### config.mk
export PLATFORM = sky130hd
export DESIGN_NAME = scl_cfg_regs
export DESIGN_NICKNAME = d
export VERILOG_FILES = /design/src/design/scl_pkg.sv /design/src/design/scl_cfg_regs.sv
export SDC_FILE = /design/constraint.sdc
export NUM_CORES = 1
export LEC_CHECK = 0
export BUFFER_PORTS_ARGS = -buffer_cell sky130_fd_sc_hd__buf_2
export CAP_MARGIN = 20
export CORE_UTILIZATION = 35
export CTS_CLUSTER_SIZE = 28
export DETAILED_ROUTE_END_ITERATION = 8
export SYNTH_ARGS = -nofsm -noshare
export SYNTH_HDL_FRONTEND = slang
export SYNTH_SLANG_ARGS = --single-unit
export TNS_END_PERCENT = 1
### constraint.sdc
create_clock -name i_clk -period 1.45 [get_ports i_clk]
set_clock_uncertainty 0.05 [all_clocks]
set_input_delay 0.29 -clock i_clk [delete_from_list [all_inputs] [get_ports i_clk]]
set_output_delay 0.29 -clock i_clk [all_outputs]
set_load 0.01 [all_outputs]
### src/design/scl_pkg.sv
package scl_pkg;

    // Configuration port geometry
    localparam int CFG_IDX_W  = 3;
    localparam int CFG_DATA_W = 14;

    // Register indexes
    localparam logic [CFG_IDX_W-1:0] CFG_NO_SHIFT     = 3'd0;
    localparam logic [CFG_IDX_W-1:0] CFG_ADF_MODE     = 3'd1;
    localparam logic [CFG_IDX_W-1:0] CFG_DELAY_UNIT   = 3'd2;
    localparam logic [CFG_IDX_W-1:0] CFG_IMAGE_WIDTH  = 3'd3;
    localparam logic [CFG_IDX_W-1:0] CFG_PADDED_WIDTH = 3'd4;
    localparam logic [CFG_IDX_W-1:0] CFG_IMAGE_HEIGHT = 3'd5;

    // Configuration register set
    typedef struct packed {
        logic        no_shift;
        logic        adf_mode;
        logic [2:0]  delay_unit;
        logic [10:0] image_width;
        logic [10:0] padded_width;
        logic [13:0] image_height;
    } t_cfg;

    localparam t_cfg CFG_RESET = '{
        no_shift:     1'b0,
        adf_mode:     1'b0,
        delay_unit:   3'd1,
        image_width:  11'd1024,
        padded_width: 11'd1024,
        image_height: 14'd8192
    };

    // Per-pixel control from the address generator
    typedef struct packed {
        logic keep;       // pixel inside kept window, touches the line stores
        logic emit;       // pixel produces an output transaction
        logic use_mem;    // row offsets active, take delayed components
        logic row_end;
        logic frame_end;
    } t_pix_ctl;

endpackage

### src/design/scl_cfg_regs.sv
module scl_cfg_regs (
    input  logic                           i_clk,
    input  logic                           i_rst_n,
    input  logic                           i_cfg_we,
    input  logic [scl_pkg::CFG_IDX_W-1:0]  i_cfg_idx,
    input  logic [scl_pkg::CFG_DATA_W-1:0] i_cfg_wdata,
    output scl_pkg::t_cfg                  o_cfg
);
    import scl_pkg::*;

    t_cfg r_cfg;

    // Register writes, out-of-range indexes ignored
    always_ff @(posedge i_clk) begin
        if (!i_rst_n) begin
            r_cfg <= CFG_RESET;
        end else if (i_cfg_we) begin
            case (i_cfg_idx)
                CFG_NO_SHIFT:     r_cfg.no_shift     <= i_cfg_wdata[0];
                CFG_ADF_MODE:     r_cfg.adf_mode     <= i_cfg_wdata[0];
                CFG_DELAY_UNIT:   r_cfg.delay_unit   <= i_cfg_wdata[2:0];
                CFG_IMAGE_WIDTH:  r_cfg.image_width  <= i_cfg_wdata[10:0];
                CFG_PADDED_WIDTH: r_cfg.padded_width <= i_cfg_wdata[10:0];
                CFG_IMAGE_HEIGHT: r_cfg.image_height <= i_cfg_wdata[13:0];
                default: ;
            endcase
        end
    end

    assign o_cfg = r_cfg;

endmodule

==> flow_summary.json <==
{
  "io_buffers": 60,
  "clock_latency_ns": 0.29,
  "syn-instance-count": 156,
  "worst_path_max_delay_cell": "dfxtp_1",
  "r2r_end": "o_cfg[27]$_SDFFE_PN0P_",
  "cts_setup_buffers": 0,
  "place_area_mm2": 0.00195,
  "drive_gt1_share_pct": 34.1,
  "pre_cts_ws_ns": 0.159,
  "multiInputGateArea_um2": 724,
  "synth_nets": 176,
  "fmax_ghz": 0.888,
  "outcome": "completed",
  "layout_min_cycle_time_ns": 1.13,
  "mostFrequentLayoutCell": "buf_2",
  "drt_iter0_markers": 46,
  "critPathLaunchType": "flip-flop",
  "max_slew_margin_pct": 73.7,
  "diodes": 0,
  "die_x_um": 69.8,
  "critPathCaptureType": "primary output",
  "ios": 61,
  "syn_area_mm2": 0.00161,
  "min-delay-start": "i_cfg_wdata[12]",
  "switching_share_pct": 23.1,
  "drtPass1Iterations": 4,
  "place_inst": 262,
  "fin_nets": 237,
  "fill_cells": 457,
  "viasPerCell": 4.66,
  "crit_fanout": 2,
  "setup_viol": 0,
  "final_cell_mix": "buf_2, nand2_1, mux2i_1, dfxtp_1, nor2b_1",
  "cts_tree": "built",
  "htree_levels": 2,
  "ant_nets": 0,
  "p_comb_share_pct": 8.7,
  "crit_type": "reg2out",
  "seqPwrFrac_pct": 55.6,
  "path_depth": 1,
  "fin_ws_ns": 0.324,
  "cp.required_ns": 1.11,
  "cts_root_buffer": "clkbuf_8",
  "vias": 1254,
  "regArea_um2": 821,
  "grt_first_pass_wirelength_um": 5700,
  "min_to": "o_cfg[12]$_SDFFE_PN0P_",
  "p_per_area_mw_per_mm2": 1030,
  "clock_sinks": 41,
  "intPower_uw": 1610,
  "crit_buf_inv": 1,
  "reg2reg_from": "o_cfg[27]$_SDFFE_PN0P_",
  "drc": 0,
  "critPathTopFamily": "flip-flops",
  "worst_pin_slew_ns": 0.389,
  "rsz0062_at_grt": "false",
  "min_path_type": "in2reg",
  "holdPathStages": 3,
  "gp_congestion": 0.719,
  "path_clk_slew_ns": 0.08,
  "overflow": 0,
  "yosysUniqueCellTypes": 14,
  "fin_crit_sh_pct": 77.7,
  "place_hpwl_um": 2550,
  "slowest_delay_ns": 0.36,
  "core_region_area_mm2": 0.00438,
  "hold_violations": 0,
  "worstPathCellList": "buf_2",
  "ctsResizeCount": 0,
  "cts_buffers": 5,
  "grt_max_degree": 27,
  "start_util_pct": 36.7,
  "area_delta_synth_final_pct": 26.7,
  "routedWlPerCell_um": 13.1,
  "synth_seq_area_share_pct": 51.0,
  "vdd_drop_max_mv": 0.619,
  "arrival_ns": 0.79,
  "maxCapViolCount": 0,
  "dieArea_mm2": 0.00488,
  "hold_buffers": 0,
  "fin_cells": 269,
  "row_count": 24,
  "final_cell_area_mm2": 0.00204,
  "r2r_setup_slack_ns": 0.79,
  "r2r_cells": 2,
  "wl_um": 3510,
  "die_h_um": 69.8,
  "pwr-share-clk_pct": 35.7,
  "track_usage_pct": 15.2,
  "p_leak_uw": 0.00102,
  "yosys_register_bits": 41,
  "slew_viol_final": 0,
  "switchingPower_uw": 483,
  "grt_pass1_vias": 1130,
  "antenna_found_initial": 0,
  "holdWs_ns": 0.187,
  "synth_warnings": 0,
  "clock_path_buffers": 2,
  "syn-mean-instance-area_um2": 10.3,
  "setup_tns_ns": 0,
  "largest_register_ffs": 41
}
==> how the worst max path moves through the flow <==
stage | startpoint | endpoint
6_report | o_cfg[21]$_SDFFE_PN0P_ | o_cfg[21]
4_1_cts | o_cfg[21]$_SDFFE_PN0P_ | o_cfg[21]
3_5_place_dp | i_cfg_idx[0] | o_cfg[21]$_SDFFE_PN0P_
5_1_grt | o_cfg[21]$_SDFFE_PN0P_ | o_cfg[21]
2_1_floorplan | i_cfg_idx[0] | o_cfg[14]$_SDFFE_PN0P_
3_3_place_gp | i_cfg_idx[0] | o_cfg[22]$_SDFFE_PN0P_
==> cell type report <==
class                   instances  share of cell area, %
repair buffers                 64                   16.8
well taps                      52                   3.19
clock buffers                   7                   4.23
multi-input cells             105                   35.5
flip-flops and latches         41                   40.2
==> power by group through the flow <==
| stage | Clock, uW | Combinational (uW) | Sequential [uW] |
|---|---|---|---|
| 3_3_place_gp | 0 | 181 | 1190 |
| 2_1_floorplan | 0 | 92.0 | 1200 |
| 6_report | 747 | 182 | 1160 |
| 3_5_place_dp | 0 | 184 | 1190 |
| 5_1_grt | 827 | 200 | 1170 |
| 4_1_cts | 771 | 184 | 1160 |
==> cell usage after synthesis <==
cell	instances	area share, %
and4b_2	1	0.70
and4bb_2	1	0.78
and4bb_4	2	2.0
buf_2	3	0.93
buf_4	3	1.4
buf_8	1	0.93
clkbuf_1	2	0.47
clkbuf_2	1	0.31
dfxtp_1	41	51
mux2i_1	41	25
nand2_1	50	12
nand4b_1	2	1.1
nor2b_1	7	2.7
nor4b_1	1	0.54
==> cell families (layout without fill, tap and decap cells) <==
logic type	count (synthesis)	in the layout	share of synthesized area, %
AND/OR/NAND/NOR	64	64	19.5
multiplexers	41	41	25.5
flip-flops	41	41	51.0
buffers and inverters	10	71	4.04
==> stage by stage <==
step	util, %	power [uW]
global route	46.5	2190
detailed placement	44.5	1370
finish	46.5	2090
CTS	46.5	2120
floorplan	-	1290
global placement	44.5	1370
==> layer usage <==
layer	global-route usage (%)	part of all wire, %	wire length (um)	up-vias
li1	-	-	-	643
met1	21.2	52	1820	575
met2	20.7	41	1450	30
met3	5.52	4.8	170	6
met4	7.33	2.0	70	0
met5	0	0	0	-
No activity file was read; power rests on OpenSTA's default activity.
