<file path="src/design/scl_pkg.sv">
package scl_pkg;

    // Configuration port geometry
    localparam int CFG_IDX_W  = 3;
    localparam int CFG_DATA_W = 14;

    // Register indexes
    localparam logic [CFG_IDX_W-1:0] CFG_NO_SHIFT     = 3'd0;
    localparam logic [CFG_IDX_W-1:0] CFG_ADF_MODE     = 3'd1;
    localparam logic [CFG_IDX_W-1:0] CFG_DELAY_UNIT   = 3'd2;
    localparam logic [CFG_IDX_W-1:0] CFG_IMAGE_WIDTH  = 3'd3;
    localparam logic [CFG_IDX_W-1:0] CFG_PADDED_WIDTH = 3'd4;
    localparam logic [CFG_IDX_W-1:0] CFG_IMAGE_HEIGHT = 3'd5;

    // Configuration register set
    typedef struct packed {
        logic        no_shift;
        logic        adf_mode;
        logic [2:0]  delay_unit;
        logic [10:0] image_width;
        logic [10:0] padded_width;
        logic [13:0] image_height;
    } t_cfg;

    localparam t_cfg CFG_RESET = '{
        no_shift:     1'b0,
        adf_mode:     1'b0,
        delay_unit:   3'd1,
        image_width:  11'd1024,
        padded_width: 11'd1024,
        image_height: 14'd8192
    };

    // Per-pixel control from the address generator
    typedef struct packed {
        logic keep;       // pixel inside kept window, touches the line stores
        logic emit;       // pixel produces an output transaction
        logic use_mem;    // row offsets active, take delayed components
        logic row_end;
        logic frame_end;
    } t_pix_ctl;

endpackage

</file>
<file path="src/design/scl_addr_gen.sv">
module scl_addr_gen #(
    parameter int MAX_ROW_PIXELS = 1024,
    parameter int MAX_DELAY_UNIT = 4,
    parameter int MAX_ROWS       = 8192
) (
    input  logic                                                  i_clk,
    input  logic                                                  i_rst_n,
    input  scl_pkg::t_cfg                                         i_cfg,
    input  logic                                                  i_adv,
    output scl_pkg::t_pix_ctl                                     o_ctl,
    output logic [$clog2(4*MAX_DELAY_UNIT*MAX_ROW_PIXELS)-1:0]    o_far_addr,
    output logic [$clog2(2*MAX_DELAY_UNIT*MAX_ROW_PIXELS)-1:0]    o_mid_addr
);
    import scl_pkg::*;

    localparam int COL_W = $clog2(MAX_ROW_PIXELS);
    localparam int PW_W  = $clog2(MAX_ROW_PIXELS + 1);
    localparam int K_W   = $clog2(MAX_DELAY_UNIT + 1);
    localparam int D_W   = K_W + 2;
    localparam int H_W   = $clog2(MAX_ROWS + 1);
    localparam int ROW_W = $clog2(4*MAX_DELAY_UNIT + MAX_ROWS + 1);
    localparam int FS_W  = $clog2(4*MAX_DELAY_UNIT);
    localparam int MS_W  = $clog2(2*MAX_DELAY_UNIT);
    localparam int FA_W  = $clog2(4*MAX_DELAY_UNIT*MAX_ROW_PIXELS);
    localparam int MA_W  = $clog2(2*MAX_DELAY_UNIT*MAX_ROW_PIXELS);

    logic [COL_W-1:0] r_col;
    logic [ROW_W-1:0] r_row;
    // one row-slot counter pair per delay unit value: row mod 4k and row mod 2k
    logic [FS_W-1:0]  r_far_slot [0:MAX_DELAY_UNIT];
    logic [MS_W-1:0]  r_mid_slot [0:MAX_DELAY_UNIT];

    logic [PW_W-1:0]  pw;
    logic [PW_W-1:0]  ew;
    logic [K_W-1:0]   k;
    logic [D_W-1:0]   d;
    logic [H_W-1:0]   h;
    logic [COL_W-1:0] col;
    logic [ROW_W-1:0] lim;
    logic             in_frame;
    logic             col_wrap;
    logic             row_adv;
    logic [COL_W-1:0] n_col;
    logic [ROW_W-1:0] n_row;
    logic [FS_W-1:0]  far_sel;
    logic [MS_W-1:0]  mid_sel;

    // Effective geometry from the registers
    always_comb begin
        if (i_cfg.padded_width == '0) begin
            pw = PW_W'(1);
        end else if (32'(i_cfg.padded_width) > MAX_ROW_PIXELS) begin
            pw = PW_W'(MAX_ROW_PIXELS);
        end else begin
            pw = PW_W'(i_cfg.padded_width);
        end

        if (32'(i_cfg.image_width) < 32'(pw)) begin
            ew = PW_W'(i_cfg.image_width);
        end else begin
            ew = pw;
        end

        if (i_cfg.no_shift) begin
            k = '0;
        end else if (32'(i_cfg.delay_unit) > MAX_DELAY_UNIT) begin
            k = K_W'(MAX_DELAY_UNIT);
        end else begin
            k = K_W'(i_cfg.delay_unit);
        end
        d = {k, 2'b00};

        if (32'(i_cfg.image_height) < MAX_ROWS) begin
            h = H_W'(i_cfg.image_height);
        end else begin
            h = H_W'(MAX_ROWS);
        end
    end

    // Position of the current pixel and its classification
    always_comb begin
        col      = (32'(r_col) >= 32'(pw)) ? '0 : r_col;
        lim      = ROW_W'(d) + ROW_W'(h);
        in_frame = r_row < lim;
        col_wrap = (PW_W'(col) + PW_W'(1)) >= pw;
        row_adv  = i_adv && col_wrap && in_frame;

        o_ctl.keep      = in_frame && (PW_W'(col) < ew);
        o_ctl.emit      = o_ctl.keep && (r_row >= ROW_W'(d));
        o_ctl.use_mem   = d != '0;
        o_ctl.row_end   = PW_W'(col) == (ew - PW_W'(1));
        o_ctl.frame_end = o_ctl.row_end && (r_row == (lim - ROW_W'(1)));

        n_col = col_wrap ? '0 : COL_W'(col + COL_W'(1));
        n_row = row_adv ? (r_row + ROW_W'(1)) : r_row;
    end

    // Line store addresses: slot row times row pitch plus column
    always_comb begin
        far_sel    = r_far_slot[k];
        mid_sel    = r_mid_slot[k];
        o_far_addr = FA_W'(32'(far_sel) * MAX_ROW_PIXELS + 32'(col));
        o_mid_addr = MA_W'(32'(mid_sel) * MAX_ROW_PIXELS + 32'(col));
    end

    // Counters
    always_ff @(posedge i_clk) begin
        if (!i_rst_n) begin
            r_col <= '0;
            r_row <= '0;
            for (int j = 0; j <= MAX_DELAY_UNIT; j++) begin
                r_far_slot[j] <= '0;
                r_mid_slot[j] <= '0;
            end
        end else begin
            if (i_adv) begin
                r_col <= n_col;
            end
            r_row <= n_row;
            for (int j = 0; j <= MAX_DELAY_UNIT; j++) begin
                if (j == 0) begin
                    r_far_slot[j] <= '0;
                    r_mid_slot[j] <= '0;
                end else if (row_adv) begin
                    r_far_slot[j] <= (r_far_slot[j] == FS_W'(4*j - 1)) ?
                                     '0 : r_far_slot[j] + FS_W'(1);
                    r_mid_slot[j] <= (r_mid_slot[j] == MS_W'(2*j - 1)) ?
                                     '0 : r_mid_slot[j] + MS_W'(1);
                end
            end
        end
    end

    // Largest lanes wrap at their modulus
    a_far_lane_range: assert property (@(posedge i_clk) disable iff (!i_rst_n)
        32'(r_far_slot[MAX_DELAY_UNIT]) < 4*MAX_DELAY_UNIT)
        else $error("far slot lane out of range");

    a_mid_lane_range: assert property (@(posedge i_clk) disable iff (!i_rst_n)
        32'(r_mid_slot[MAX_DELAY_UNIT]) < 2*MAX_DELAY_UNIT)
        else $error("mid slot lane out of range");

    // Row counter moves only on an accepted pixel
    a_row_hold: assert property (@(posedge i_clk) disable iff (!i_rst_n)
        !i_adv |=> $stable(r_row))
        else $error("row counter moved without a transaction");

endmodule

</file>
<file path="config.mk">
export PLATFORM = sky130hd
export DESIGN_NAME = scl_addr_gen
export DESIGN_NICKNAME = d
export VERILOG_FILES = /design/src/design/scl_pkg.sv /design/src/design/scl_addr_gen.sv
export SDC_FILE = /design/constraint.sdc
export NUM_CORES = 1
export LEC_CHECK = 0
export BUFFER_PORTS_ARGS = -buffer_cell sky130_fd_sc_hd__buf_2
export CORE_MARGIN = 2
export CORE_UTILIZATION = 60
export DETAILED_ROUTE_END_ITERATION = 10
export PLACE_DENSITY = 0.81
export SYNTH_ARGS = -nofsm -noshare
export SYNTH_HDL_FRONTEND = slang
export SYNTH_SLANG_ARGS = --single-unit
</file>
<file path="constraint.sdc">
create_clock -name i_clk -period 11.1 [get_ports i_clk]
set_clock_uncertainty 0.05 [all_clocks]
set_input_delay 3.33 -clock i_clk [delete_from_list [all_inputs] [get_ports i_clk]]
set_output_delay 3.33 -clock i_clk [all_outputs]
set_load 0.1 [all_outputs]
</file>
==> flow_summary_export.csv <==
group,metric,value,unit
timing,max_slew_margin,24.2,%
power,power.switching,215,uW
detailed_routing,firstDrtPassIters,5,
logic_synthesis,syn_nets,882,
worst_setup_path,crit_arrival,7520,ps
detailed_routing,drt_wl_total,15.6,mm
worst_setup_path,crit_fanout,7,
worst_setup_path,reg2reg_depth,21,
power,p_leak,0.00299,uW
logic_synthesis,syn_area,6040,um^2
clock_network,clk_latency,320,ps
logic_synthesis,synth_seq_area_share,21.9,%
logic_synthesis,ys_types,70,
logic_synthesis,synth_area_per_cell,7.95,um^2
worst_setup_path,slowest_delay,580,ps
timing,tns,0,ps
logic_synthesis,syn_inst,759,
floorplanning,fp.coreArea,9770,um^2
cells_and_area,layout-drive-gt1-share,19.5,%
worst_hold_path,worstHoldEndpoint,"r_col[6]$_SDFFE_PN0P_",
floorplanning,dieArea,10900,um^2
logic_synthesis,async_reset_ff_share,0,%
global_routing,grt_pass1_vias,5487,
global_routing,track_usage,28.2,%
worst_setup_path,rr_startpoint,"r_col[5]$_SDFFE_PN0P_",
clock_network,cts_buffer_depth,2,
detailed_routing,drtAntennaViolNets,0,
global_routing,grt_max_degree,35,
worst_setup_path,reg2reg_slack,5060,ps
power,p_int,345,uW
timing,rsz0062_at_grt,"true",
detailed_routing,vias,5742,
worst_hold_path,worstHoldPathType,"reg2reg",
worst_setup_path,path_class,"in2out",
run_status,outcome,"complete, no violations",
timing,worst_pin_slew,1130,ps
logic_synthesis,synth_ff_type,"edfxtp_1",
timing,hold_violations,0,
power,power_frac_comb,39.2,%
clock_network,h-tree-depth,2,
power,clockPowerShare,20.5,%
global_routing,overflow,0,
placement,dp_hpwl,12.6,mm
clock_network,cts_root_buffer,"clkbuf_8",
floorplanning,die_x,104,um
worst_hold_path,hold_depth,2,
power,vdd_drop_max,87.9,uV
floorplanning,die_h,104,um
worst_setup_path,path_cells,"buf_2 > or4_4 > nor4_4 > a21oi_1 > nor2_2 > ha_1 > nor2b_1 > o21ai_1 > a311oi_2 > or3_1 > and2_4 > ha_1 > nor2b_1 > o21a_1 > o21a_1 > o21a_1 > o21a_1 > o211ai_1 > a21o_1 > a221o_1 > and3_4 > buf_12",
power,swShare,38.4,%
detailed_routing,drc,0,
placement,port_buffers,74,
floorplanning,rows,36,
global_routing,grt_first_pass_wirelength,25.7,mm
cells_and_area,nNetsFinal,947,
placement,place.gp.congestion,0.968,
clock_network,cts_sinks,52,
power,powerDensity,80.9,nW/um^2
logic_synthesis,yosysWarnings,0,
detailed_routing,detailedRoute.firstIterationViolations,329,
cells_and_area,antennaDiodeCount,0,
worst_setup_path,r2r-end,"r_far_slot[1][3]$_SDFFCE_PP0P_",
worst_setup_path,worstSetupStartpointType,"input port",
cells_and_area,area_growth,14.6,%
floorplanning,io_pins,76,
worst_setup_path,end_kind,"output port",
timing,setup_viol,0,
logic_synthesis,synth_edf_count,28,
logic_synthesis,synth_seq_cells,52,
cells_and_area,postLayoutCoreUtil,70.8,%
power,pwr-share-seq,40.3,%
timing,min_period,10900,ps
timing,slew_violations,0,
clock_network,cts_inserted_buffers,5,
clock_network,clk_pin_slew_worst_paths,100,ps
clock_network,tritoncts,"yes",
global_routing,antenna_found_initial,0,
floorplanning,start_util,61.8,%
worst_setup_path,cpMaxStageDelayCell,"or4_4",
detailed_routing,viasPerCell,5.99,
worst_setup_path,required,7720,ps
worst_hold_path,hp-start,"r_col[6]$_SDFFE_PN0P_",
run,drv_cap,0,
timing,finalCritPeriodShare,98.2,%
detailed_routing,wl_per_cell,16.3,um
power,total_power,560,uW
worst_setup_path,cp_common_cell,"o21a_1",
timing,fmax,91.7,MHz
metal layers:
layer  vias up  routed length [um]  track usage (%)
met1      2694                7370             39.1
met4         0                 145             6.18
met2       168                7340             48.0
met5         -                   0                0
li1       2865                   -                -
met3        15                 728             2.26
cell type report:
class	count	area, um^2
inverters	42	174
well taps	133	166
flip-flops and latches	52	1320
clock inverters	3	23.8
fillers	811	2860
repair buffers	96	599
clock buffers	5	68.8
multi-input cells	627	4560
metrics by stage:
| step | hold slack [ps] | cell area [um^2] | worst slack, ps | instances |
|---|---|---|---|---|
| finish | 489 | 6920 | 196 | 958 |
| global route | 507 | 6920 | -3.38 | 958 |
| CTS | 490 | 6910 | 173 | 958 |
| detailed placement | 474 | 6820 | 186 | 950 |
| global placement | 454 | 6820 | 246 | 950 |
| floorplan | 426 | 6300 | -533 | 759 |
worst max-delay path by stage:
| stage | from | to | slack, ps | depth (start not counted) |
|---|---|---|---|---|
| 2_1_floorplan | i_cfg[24] | o_ctl[0] | -530 | 20 |
| 3_3_place_gp | i_cfg[21] | o_ctl[3] | 250 | 22 |
| 3_5_place_dp | i_cfg[21] | o_ctl[3] | 190 | 22 |
| 4_1_cts | i_cfg[21] | o_ctl[3] | 170 | 22 |
| 5_1_grt | i_cfg[21] | o_ctl[3] | -3 | 22 |
| 6_report | i_cfg[21] | o_ctl[3] | 200 | 22 |
cell families (layout without fill, tap and decap cells):
logic type | count (synthesis) | in the layout | share of synthesized area [%]
simple gates | 309 | 309 | 26.3
compound gates | 158 | 158 | 16.8
buf+inv | 80 | 146 | 5.86
fa+ha+maj | 79 | 79 | 16.5
xor+xnor | 60 | 60 | 8.93
flops | 52 | 52 | 21.9
mux | 21 | 21 | 3.69
Yosys cell counts (2+ instances only):
master | count | area [um^2]
nand4b_1 | 2 | 17.5
buf_6 | 2 | 22.5
nor2_1 | 90 | 338
a2111oi_0 | 2 | 17.5
o211ai_1 | 6 | 45.0
a211o_1 | 2 | 17.5
a31oi_1 | 7 | 43.8
nand4_1 | 16 | 100
nand2b_1 | 21 | 131
nand3_1 | 30 | 150
edfxtp_1 | 28 | 841
mux2i_1 | 11 | 110
nor4_1 | 9 | 56.3
a21o_1 | 12 | 90.1
or4_1 | 6 | 45.0
dfxtp_1 | 24 | 480
nand2_1 | 54 | 203
o21a_1 | 8 | 60.1
inv_2 | 4 | 15.0
mux2_1 | 2 | 22.5
a21oi_1 | 68 | 340
o31ai_1 | 7 | 52.6
o21ai_0 | 18 | 90.1
ha_1 | 78 | 976
and3_1 | 11 | 68.8
and2_1 | 8 | 50.1
clkbuf_1 | 25 | 93.8
nor2b_1 | 8 | 50.1
nor3_1 | 19 | 95.1
a211oi_1 | 3 | 22.5
nand3b_1 | 6 | 45.0
a221o_1 | 3 | 30.0
xnor2_1 | 40 | 350
nor4b_1 | 3 | 26.3
nor3b_1 | 10 | 75.1
o22ai_1 | 2 | 12.5
o21ai_1 | 5 | 25.0
mux2_2 | 8 | 90.1
inv_1 | 37 | 139
or3_1 | 7 | 43.8
xor2_1 | 19 | 166
buf_4 | 10 | 75.1
worst max-delay path, delay by kind of cell:
family                   cells  cell delay (ps)
AND/OR/NAND/NOR              8             1740
AO/OA/AOI/OAI               10             1640
adder cells (fa/ha/maj)      2              470
buffers and inverters        2              320
power groups by stage:
stage	Sequential (uW)	Clock [uW]	Combinational, uW
5_1_grt	227	123	239
2_1_floorplan	226	0	166
3_5_place_dp	230	0	217
4_1_cts	225	119	218
6_report	225	115	219
3_3_place_gp	229	0	209
flip-flops by register name, summed over array words and instances, names as in the netlist:
signal      cells
r_far_slot     16
r_col          10
r_row          14
r_mid_slot     12
placed cells by master, fill, tap and decap left out, types with 8 or more instances in the layout:
cell and instances:
nand2b_1 19, and3_1 10, nor2b_1 8, edfxtp_1 28, nor3_1 17, buf_4 21, xnor2_1 40, nor4_1 8
nand4_1 16, dfxtp_1 24, o21a_1 8, a21o_1 12, inv_1 33, nor3b_1 9, nand2_1 49, nand3_1 28
o21ai_0 18, mux2_2 8, a21oi_1 66, xor2_1 19, ha_1 71, buf_2 70, nor2_1 89, mux2i_1 11
repair_timing:
| action | 4_1_cts | 5_1_grt |
|---|---|---|
| gates resized for setup | 0 | 2 |
| hold buffers | 0 | 0 |
| endpoints found under the setup margin | 0 | 2 |
| buffers inserted | 0 | 0 |
No activity file was read; power rests on OpenSTA's default activity.
